`src/rtl/utf8sd_pkg.sv`:
```
// Package with the widths and constants of the UTF-8 stream decoder.
package utf8sd_pkg;

    localparam int unsigned CP_W    = 21;
    localparam int unsigned BYTE_W  = 8;
    localparam int unsigned CNT_W   = 3;
    localparam int unsigned HELD_W  = 2;
    localparam int unsigned M_DATA_W = 24;

    localparam logic [CP_W-1:0] REPL_CHAR  = 21'h00FFFD;
    localparam logic [CP_W-1:0] MAX_SCALAR = 21'h10FFFF;
    localparam logic [CP_W-1:0] SURR_LO    = 21'h00D800;
    localparam logic [CP_W-1:0] SURR_HI    = 21'h00DFFF;
    localparam logic [CP_W-1:0] MIN_TWO    = 21'h000080;
    localparam logic [CP_W-1:0] MIN_THREE  = 21'h000800;
    localparam logic [CP_W-1:0] MIN_FOUR   = 21'h010000;

    // Value of the item kind flag carried on the input tuser.
    localparam logic KIND_DATA = 1'b0;
    localparam logic KIND_EOS  = 1'b1;

endpackage

```
`src/rtl/utf8_stream_decoder.sv`:
```
// UTF-8 stream decoder with per-byte U+FFFD replacement, top level.
// Path: an accepted s_ beat waits in the input register, is decoded, and its results go
// to the result register, which drives m_. Throughput: one input beat per cycle while
// each byte yields at most one result and m_tready is high; a byte that yields n results
// (up to four, on errors) holds the result register until all n of them are taken.
// Reset: aresetn is synchronous and active low; it empties both registers and leaves the
// decoder idle with nothing held.
module utf8_stream_decoder (
    input  logic        aclk,
    input  logic        aresetn,
    input  logic        s_tvalid,
    output logic        s_tready,
    input  logic [7:0]  s_tdata,   // [7:0] data_byte
    input  logic        s_tuser,   // [0] kind: 0 data byte, 1 end of stream
    output logic        m_tvalid,
    input  logic        m_tready,
    output logic [23:0] m_tdata,   // [20:0] code_point, [23:21] zero
    output logic        m_tlast    // last result caused by one input beat
);

    // Input register: holds one accepted beat until the decode step takes it.
    logic                            in_valid_reg;
    logic                            in_kind_reg;
    logic [utf8sd_pkg::BYTE_W-1:0]   in_byte_reg;

    // Decoder state: bytes held so far, continuation bytes the lead needs, gathered bits.
    logic [utf8sd_pkg::HELD_W-1:0]   held_reg,  held_next;
    logic [utf8sd_pkg::HELD_W-1:0]   exp_reg,   exp_next;
    logic [utf8sd_pkg::CP_W-1:0]     part_reg,  part_next;

    // Result register: beats still to deliver and the value of the final one.
    // Every beat before the final one is a replacement character.
    logic [utf8sd_pkg::CNT_W-1:0]    cnt_reg;
    logic [utf8sd_pkg::CP_W-1:0]     cp_reg;

    // Decode results for the beat in the input register.
    logic [utf8sd_pkg::CNT_W-1:0]    res_n;
    logic [utf8sd_pkg::CP_W-1:0]     res_cp;
    logic [utf8sd_pkg::CP_W-1:0]     shifted;
    logic [utf8sd_pkg::CP_W-1:0]     low_bound;
    logic [utf8sd_pkg::HELD_W-1:0]   held_inc;
    logic                            is_cont;
    logic                            bad_value;
    logic                            fresh_tail;
    logic [utf8sd_pkg::CP_W-1:0]     fresh_cp;

    logic res_last_taken;
    logic res_free;
    logic advance;
    logic load_res;

    // Handshakes. The result register frees up in the cycle its final beat is taken,
    // so a new beat moves in without a bubble.
    assign res_last_taken = m_tvalid && m_tready && (cnt_reg == utf8sd_pkg::CNT_W'(1));
    assign res_free       = (cnt_reg == '0) || res_last_taken;
    // A beat that yields no result only updates the state and never waits.
    assign advance  = in_valid_reg && ((res_n == '0) || res_free);
    assign load_res = advance && (res_n != '0);
    assign s_tready = !in_valid_reg || advance;

    assign m_tvalid = (cnt_reg != '0);
    assign m_tlast  = (cnt_reg == utf8sd_pkg::CNT_W'(1));
    assign m_tdata  = {3'b000, m_tlast ? cp_reg : utf8sd_pkg::REPL_CHAR};

    // Decode step. The count of results is some replacements followed, when the
    // step produces one, by a final value; res_cp holds that final value.
    always_comb begin
        is_cont   = (in_byte_reg[7:6] == 2'b10);
        shifted   = {part_reg[utf8sd_pkg::CP_W-7:0], in_byte_reg[5:0]};
        held_inc  = held_reg + utf8sd_pkg::HELD_W'(1);

        case (exp_reg)
            2'd1:    low_bound = utf8sd_pkg::MIN_TWO;
            2'd2:    low_bound = utf8sd_pkg::MIN_THREE;
            default: low_bound = utf8sd_pkg::MIN_FOUR;
        endcase
        bad_value = (shifted < low_bound)
                 || (shifted inside {[utf8sd_pkg::SURR_LO:utf8sd_pkg::SURR_HI]})
                 || (shifted > utf8sd_pkg::MAX_SCALAR);

        // A byte decoded as if the decoder were idle: ASCII passes through, a lead
        // is held, anything else is replaced.
        fresh_tail = 1'b1;
        fresh_cp   = utf8sd_pkg::REPL_CHAR;
        if (in_byte_reg[7] == 1'b0) begin
            fresh_cp = utf8sd_pkg::CP_W'(in_byte_reg);
        end else if (in_byte_reg[7:5] == 3'b110 || in_byte_reg[7:4] == 4'b1110
                     || in_byte_reg[7:3] == 5'b11110) begin
            fresh_tail = 1'b0;
        end

        held_next = held_reg;
        exp_next  = exp_reg;
        part_next = part_reg;
        res_n     = '0;
        res_cp    = utf8sd_pkg::REPL_CHAR;

        if (in_kind_reg == utf8sd_pkg::KIND_EOS) begin
            // End of stream flushes one replacement per held byte.
            res_n     = utf8sd_pkg::CNT_W'(held_reg);
            held_next = '0;
            exp_next  = '0;
            part_next = '0;
        end else if (held_reg != '0 && is_cont) begin
            held_next = held_inc;
            part_next = shifted;
            if (held_inc == '0 || held_inc > exp_reg) begin
                // Sequence complete: the value, or one replacement per byte.
                if (bad_value) begin
                    res_n = utf8sd_pkg::CNT_W'(exp_reg) + utf8sd_pkg::CNT_W'(1);
                end else begin
                    res_n  = utf8sd_pkg::CNT_W'(1);
                    res_cp = shifted;
                end
                held_next = '0;
                exp_next  = '0;
                part_next = '0;
            end
        end else begin
            // Idle, or a sequence cut short: replace the held bytes, then decode afresh.
            res_n     = utf8sd_pkg::CNT_W'(held_reg) + utf8sd_pkg::CNT_W'(fresh_tail);
            res_cp    = fresh_cp;
            held_next = '0;
            exp_next  = '0;
            part_next = '0;
            if (in_byte_reg[7:5] == 3'b110) begin
                held_next = utf8sd_pkg::HELD_W'(1);
                exp_next  = utf8sd_pkg::HELD_W'(1);
                part_next = utf8sd_pkg::CP_W'(in_byte_reg[4:0]);
            end else if (in_byte_reg[7:4] == 4'b1110) begin
                held_next = utf8sd_pkg::HELD_W'(1);
                exp_next  = utf8sd_pkg::HELD_W'(2);
                part_next = utf8sd_pkg::CP_W'(in_byte_reg[3:0]);
            end else if (in_byte_reg[7:3] == 5'b11110) begin
                held_next = utf8sd_pkg::HELD_W'(1);
                exp_next  = utf8sd_pkg::HELD_W'(3);
                part_next = utf8sd_pkg::CP_W'(in_byte_reg[2:0]);
            end
        end
    end

    // Input register.
    always_ff @(posedge aclk) begin
        if (!aresetn) begin
            in_valid_reg <= 1'b0;
        end else if (s_tvalid && s_tready) begin
            in_valid_reg <= 1'b1;
        end else if (advance) begin
            in_valid_reg <= 1'b0;
        end
    end

    always_ff @(posedge aclk) begin
        if (s_tvalid && s_tready) begin
            in_kind_reg <= s_tuser;
            in_byte_reg <= s_tdata;
        end
    end

    // Decoder state moves on when the beat leaves the input register.
    always_ff @(posedge aclk) begin
        if (!aresetn) begin
            held_reg <= '0;
            exp_reg  <= '0;
            part_reg <= '0;
        end else if (advance) begin
            held_reg <= held_next;
            exp_reg  <= exp_next;
            part_reg <= part_next;
        end
    end

    // Result register: counts down one per delivered beat.
    always_ff @(posedge aclk) begin
        if (!aresetn) begin
            cnt_reg <= '0;
        end else if (load_res) begin
            cnt_reg <= res_n;
        end else if (m_tvalid && m_tready) begin
            cnt_reg <= cnt_reg - utf8sd_pkg::CNT_W'(1);
        end
    end

    always_ff @(posedge aclk) begin
        if (load_res) begin
            cp_reg <= res_cp;
        end
    end

endmodule

```
`config.mk`:
```
export PLATFORM = sky130hd
export DESIGN_NAME = utf8_stream_decoder
export DESIGN_NICKNAME = d
export VERILOG_FILES = /design/src/rtl/utf8sd_pkg.sv /design/src/rtl/utf8_stream_decoder.sv
export SDC_FILE = /design/constraint.sdc
export NUM_CORES = 1
export LEC_CHECK = 0
export ABC_AREA = 1
export BUFFER_PORTS_ARGS = -buffer_cell sky130_fd_sc_hd__buf_2
export CORE_ASPECT_RATIO = 2
export CORE_MARGIN = 4
export CORE_UTILIZATION = 40
export DETAILED_ROUTE_END_ITERATION = 7
export GPL_TIMING_DRIVEN = 0
export RECOVER_POWER = 25
export SYNTH_ARGS = -nofsm -noshare
export SYNTH_HDL_FRONTEND = slang
export SYNTH_SLANG_ARGS = --single-unit
```
`constraint.sdc`:
```
create_clock -name aclk -period 2.6 [get_ports aclk]
set_input_delay 0.52 -clock aclk [delete_from_list [all_inputs] [get_ports aclk]]
set_output_delay 0.52 -clock aclk [all_outputs]
set_load 0.02 [all_outputs]
```
Word-level counts from Yosys, hierarchy flattened

Cells that the tools add are included.
Widths: inputs -> output; s select.

Register bits after elaboration: 53
Bits in latches: 0
Memory bits (writable): 0
Bits in read-only memories: 0
Bits of input ports: 13
Logic and storage cells: 84
Memories kept: 0

$add $sub $neg: 4
Multiply operators: 0
Div/mod/pow operators: 0
Magnitude comparators: 5
Eq/ne operators: 8
Shift operators: 0
Muxes and demuxes: 34
Bitwise logic cells: 0
Reductions and logical operators: 25

Operators with widths:

| operator             | count |
|---|---|
| $mux 21              | 4 |
| $mux 15              | 3 |
| $pmux 17 s2          | 1 |
| $ge 21x16->1 const B | 1 |
| $gt 21x21->1 const B | 1 |
| $le 21x16->1 const B | 1 |
| $lt 21x17->1         | 1 |
| $mux 3               | 7 |
| $mux 2               | 9 |
| $mux 16              | 1 |
| $logic_or 1x1->1     | 8 |
| $logic_and 1x1->1    | 7 |
| $mux 1               | 7 |
| $logic_not 3->1      | 2 |
| $reduce_bool 2->1    | 3 |
| $reduce_bool 3->1    | 2 |
| $eq 5x5->1 const B   | 1 |
| $mux 5               | 1 |
| $eq 2x2->1 const B   | 2 |
| $eq 4x4->1 const B   | 1 |
| $mux 4               | 1 |
| $add 2x1->3          | 1 |
| $add 2x1->3 const B  | 1 |
| $eq 3x1->1 const B   | 1 |
| 9 further kinds      | 9 |

Depth between registers and ports, before layout

Depth in word-level cells: 15
Mapped depth: 21

Least setup slack after synthesis

No wires, ideal clock.

Path type: flip-flop to flip-flop
Start: reg held_reg[0] in the netlist's numbering
End: reg in_byte_reg[0] in the netlist's numbering (enable)
Library setup time: 0.329 ns
Data arrival time: 2.403 ns
Data required time: 2.271 ns
Path slack: -0.132 ns
Stages on the path, launching flop included: 17
Path buffers: 0
Clock period less this slack: 2.732 ns
Cell sequence: dfxtp_1 -> inv_1 -> ha_1 -> ha_1 -> nand2_1 -> nand2_1 -> nand2_1 -> nand2_1 -> nand2_1 -> nand2_1 -> a21oi_2 -> nand2_2 -> nor2_2 -> nand2_4 -> nand3_1 -> nand2_1 -> inv_1

Longest elaborated chain between the ends: 11

RTL lines:

| item                                          | line                       | RTL |
|---|---|---|
| from (decl)                                   | utf8_stream_decoder.sv:27  | `logic [utf8sd_pkg::HELD_W-1:0] held_reg, held_next;` |
| from (signal assigned)                        | utf8_stream_decoder.sv:167 | `held_reg <= held_next;` |
| $add 2x1->2                                   | utf8_stream_decoder.sv:70  | `held_inc = held_reg + utf8sd_pkg::HELD_W'(1);` |
| $gt 2x2->1 or $logic_not 2->1 (tied branches) | utf8_stream_decoder.sv:107 | `if (held_inc == '0 \|\| held_inc > exp_reg) begin` |
| $logic_or 1x1->1                              | utf8_stream_decoder.sv:107 |  |
| $mux 3                                        | utf8_stream_decoder.sv:107 |  |
| $mux 3                                        | utf8_stream_decoder.sv:104 | `end else if (held_reg != '0 && is_cont) begin` |
| $mux 3 *                                      | utf8_stream_decoder.sv:98  | `if (in_kind_reg == utf8sd_pkg::KIND_EOS) begin` |
| $logic_not 3->1 *                             | utf8_stream_decoder.sv:57  | `assign advance = in_valid_reg && ((res_n == '0) \|\| res_free);` |
| $logic_or 1x1->1 *                            | utf8_stream_decoder.sv:57  |  |
| $logic_and 1x1->1 *                           | utf8_stream_decoder.sv:57  |  |
| $logic_or 1x1->1 *                            | utf8_stream_decoder.sv:59  | `assign s_tready = !in_valid_reg \|\| advance;` |
| net s_tready                                  | utf8_stream_decoder.sv:12  | `output logic s_tready,` |
| $logic_and 1x1->1 *                           | utf8_stream_decoder.sv:154 | `if (s_tvalid && s_tready) begin` |
| to (signal assigned)                          | utf8_stream_decoder.sv:156 | `in_byte_reg <= s_tdata;` |
| to (decl)                                     | utf8_stream_decoder.sv:24  | `logic [utf8sd_pkg::BYTE_W-1:0] in_byte_reg;` |

Mark *: on every way through the listed nets, which the timed path passes. The rest lies on a longest branch.
A chain may end at the register's enable or synchronous reset.

Worst setup path in the final report

Start: reg exp_reg[0] in the netlist's numbering
End: out s_tready

Longest elaborated chain between the ends: 13

RTL lines:

| item                                     | line                       | RTL |
|---|---|---|
| from (decl)                              | utf8_stream_decoder.sv:28  | `logic [utf8sd_pkg::HELD_W-1:0] exp_reg, exp_next;` |
| from (signal assigned)                   | utf8_stream_decoder.sv:168 | `exp_reg <= exp_next;` |
| $eq 2x2->1 or $eq 2x1->1 (tied branches) | utf8_stream_decoder.sv:72  | `case (exp_reg)` |
| $pmux 17 s2                              | utf8_stream_decoder.sv:72  |  |
| $lt 21x17->1                             | utf8_stream_decoder.sv:77  | `bad_value = (shifted < low_bound)` |
| $logic_or 1x1->1                         | utf8_stream_decoder.sv:78  | `\|\| (shifted inside {[utf8sd_pkg::SURR_LO:utf8sd_pkg::SURR_HI]})` |
| $logic_or 1x1->1                         | utf8_stream_decoder.sv:79  | `\|\| (shifted > utf8sd_pkg::MAX_SCALAR);` |
| $mux 3                                   | utf8_stream_decoder.sv:109 | `if (bad_value) begin` |
| $mux 3 *                                 | utf8_stream_decoder.sv:107 |  |
| $mux 3 *                                 | utf8_stream_decoder.sv:104 |  |
| $mux 3 *                                 | utf8_stream_decoder.sv:98  |  |
| $logic_not 3->1 *                        | utf8_stream_decoder.sv:57  |  |
| $logic_or 1x1->1 *                       | utf8_stream_decoder.sv:57  |  |
| $logic_and 1x1->1 *                      | utf8_stream_decoder.sv:57  |  |
| $logic_or 1x1->1 *                       | utf8_stream_decoder.sv:59  |  |
| to (decl)                                | utf8_stream_decoder.sv:12  |  |

Mark *: on every way between the ends. The rest lies on a longest branch, timed or not.

==> flow_summary.yaml <==
synth:
  ys_top_cells_by_count: "nor2_1 (70), nand2_1 (67), inv_1 (53)"
  synth_edf_count: 30
  synth.most_common_cell: "nor2_1"
  synth_top_area_share_pct: 30.7
  synthArstFlopShare_pct: 0
  yosys-top-cells-area: "edfxtp_1 (31%), dfxtp_1 (16%), nor2_1 (9.0%)"
  ys_ff_latch: 53
  syn_avg_cell_area_sq_um: 7.91
  synth_area_sq_um: 2930
  yosys_warnings: 0
  syn_inst: 371
  synth-main-ff-cell: "edfxtp_1"
  post-synth-top-area-cell: "edfxtp_1"
  ys_seq_area_share_pct: 46.4
  synth_cell_types: 32
clock_tree:
  htreeDepth: 2
  clock-sinks: 53
  cts_buffer_depth: 2
  clkTransAtPathRegs_ps: 70
  clockRootBuffer: "clkbuf_16"
  numCtsBuffers: 5
  hold_buffers: 0
  clk_latency_ps: 300
  cts_tree: "yes"
finish:
  layout-drive-gt1-share_pct: 31.1
  final_util_pct: 53.5
  nets: 466
  largest_reg_flops: 21
  diodes: 0
  area_growth_pct: 28.7
  stdcell_count: 530
timing:
  final_hold_viol_count: 0
  setup_viol: 2
  max_slew_margin_pct: 63.6
  fmax_mhz: 362
  clock_skew_ps: 6.80
  fin_crit_sh_pct: 106
  rsz0062_at_grt: "yes"
  fin_tns_setup_ps: -165
  fin_ws_ps: -162
  drv_slew: 0
  worst_pin_slew_ps: 547
  period_needed_ps: 2760
critical_path:
  critPathLaunchType: "flip-flop"
  cp.arrival_ps: 2240
  cp_max_fo: 3
  critPathKind: "flip-flop to output pin"
  worst-endpoint-required_ps: 2080
  endpoint_kind: "output pin"
detailed_routing:
  vias: 2575
  wl_per_cell_um: 13.6
  wl_um: 7200
  drc: 0
  ant_nets: 0
  drtPass1Iterations: 4
  vias_per_cell: 4.86
  first_iter_violations: 87
floorplanning:
  ios: 40
  start_util_pct: 41.6
  core_sq_um: 7050
  die_area_sq_um: 8850
  rows: 43
  chipWidth_um: 68.5
  die_h_um: 129
power:
  p_sw_share_pct: 42.3
  switching_power_mw: 1.60
  comb_power_share_pct: 50.3
  p_per_area_nw_per_um2: 1000
  vdd_drop_max_uv: 437
  seqPwrFrac_pct: 31.7
  power.total_mw: 3.79
  clkPwrFrac_pct: 18.1
  leakagePower_nw: 1.57
  p_int_mw: 2.18
grt:
  grt_antenna_before_repair: 0
  grt_pass1_wl_um: 11000
  grt_use_total_pct: 17.0
  grt_max_degree: 23
  grt.met1_usage_pct: 15.5
  grtUsageMet3_pct: 3.21
  top_usage_layer: "met2"
  gr-total-overflow: 0
  grt_pass1_vias: 2505
  grt_use_met2_pct: 32.5
flow_run:
  cap_violations: 0
min_path:
  hp-class: "input pin to flip-flop"
placed_design:
  finalWeightedCongestion: 0.812
  io_buffers: 36
  pre_cts_ws_ps: -373
  dp_cells: 499
  hpwlAfterDp_um: 5050
run_status:
  status: "finished, violations left"
  violations: "negative setup slack"
metal layers:
layer,vias to the layer above,part of all wire (%)
met3,28,3.6
met2,68,57
li1,1313,-
met4,0,5.1
met1,1166,35
met5,-,0
what timing repair did:
action                     in CTS  in global routing
resized for setup              26                 32
cloned                          0                  3
buffers inserted               12                  8
pin swaps                      14                 17
setup endpoints to repair      55                 54
power groups by stage:
stage	Combinational (mW)	Clock (mW)	Sequential, mW
6_report	1.90	0.685	1.20
5_1_grt	2.10	0.731	1.21
4_1_cts	1.69	0.696	1.19
3_5_place_dp	1.45	0	1.21
3_3_place_gp	1.41	0	1.21
2_1_floorplan	1.11	0	1.17
cells in the final DEF, fill, tap and decap left out, types with 3 or more instances in the layout:
cell type / synthesis / routed
inv_1: 53 / 47
clkbuf_1: 4 / 7
o21ai_1: 12 / 13
edfxtp_1: 30 / 30
ha_4: 0 / 6
buf_2: 0 / 33
conb_1: 1 / 3
nand2_1: 67 / 59
clkinvlp_4: 0 / 3
nand2_2: 1 / 7
o21ai_0: 19 / 16
nand2_4: 3 / 5
clkbuf_16: 0 / 5
dfxtp_1: 23 / 19
inv_2: 5 / 8
a21oi_1: 7 / 6
nor2_1: 70 / 67
nand3_1: 17 / 15
buf_6: 1 / 4
buf_4: 5 / 24
nor2_2: 2 / 3
ha_1: 14 / 7
nand4_1: 6 / 6
or2_2: 16 / 16
stage by stage:
stage	hold WS [ps]	instance area (sq um)
floorplan	455	2950
global placement	474	3240
detailed placement	480	3240
CTS	386	3580
global route	382	3770
finish	388	3770
critical path, stage by stage, from the launching register on:
cell and delay, ps:
dfxtp_4 360, inv_4 40, ha_4 260, inv_2 50, ha_4 210, a21oi_1 130
o21ai_1 80, nor2_1 130, nand2_2 120, nand3_4 90, nand2_2 60, nand2_2 90
nor2_4 40, nand2_4 60, nand3_4 60, buf_6 160
path summary, 6_finish.rpt:
path	from	end	slack, ps	cells after the start
hold / removal	s_tdata[7]	in_byte_reg[7]	390	1
setup / recovery	exp_reg[0]	s_tready	-160	15
hold reg to reg	part_reg[13]	part_reg[13]	490	2
setup reg to reg	exp_reg[0]	cnt_reg[1]	0	19
final cells by class:
type,count,area [sq um]
clock buffers,5,125
inverters,59,239
multi-input cells,249,1470
clock inverters,3,26.3
plain buffers,12,78.8
repair inverters,1,7.51
repair buffers,58,345
flip-flops and latches,53,1370
well taps,90,113
fillers,683,3270
kinds of logic (layout without fill, tap and decap cells):
group           Yosys count  count (layout)  share of synthesized area (%)
fa+ha+maj                14              14                           5.97
buf+inv                  71             138                           9.98
xor+xnor                  1               1                          0.299
simple gates            187             187                           28.9
compound gates           44              44                           8.28
other cells               1               3                          0.128
flops                    53              53                           46.4
(Power assumes the default switching activity.)
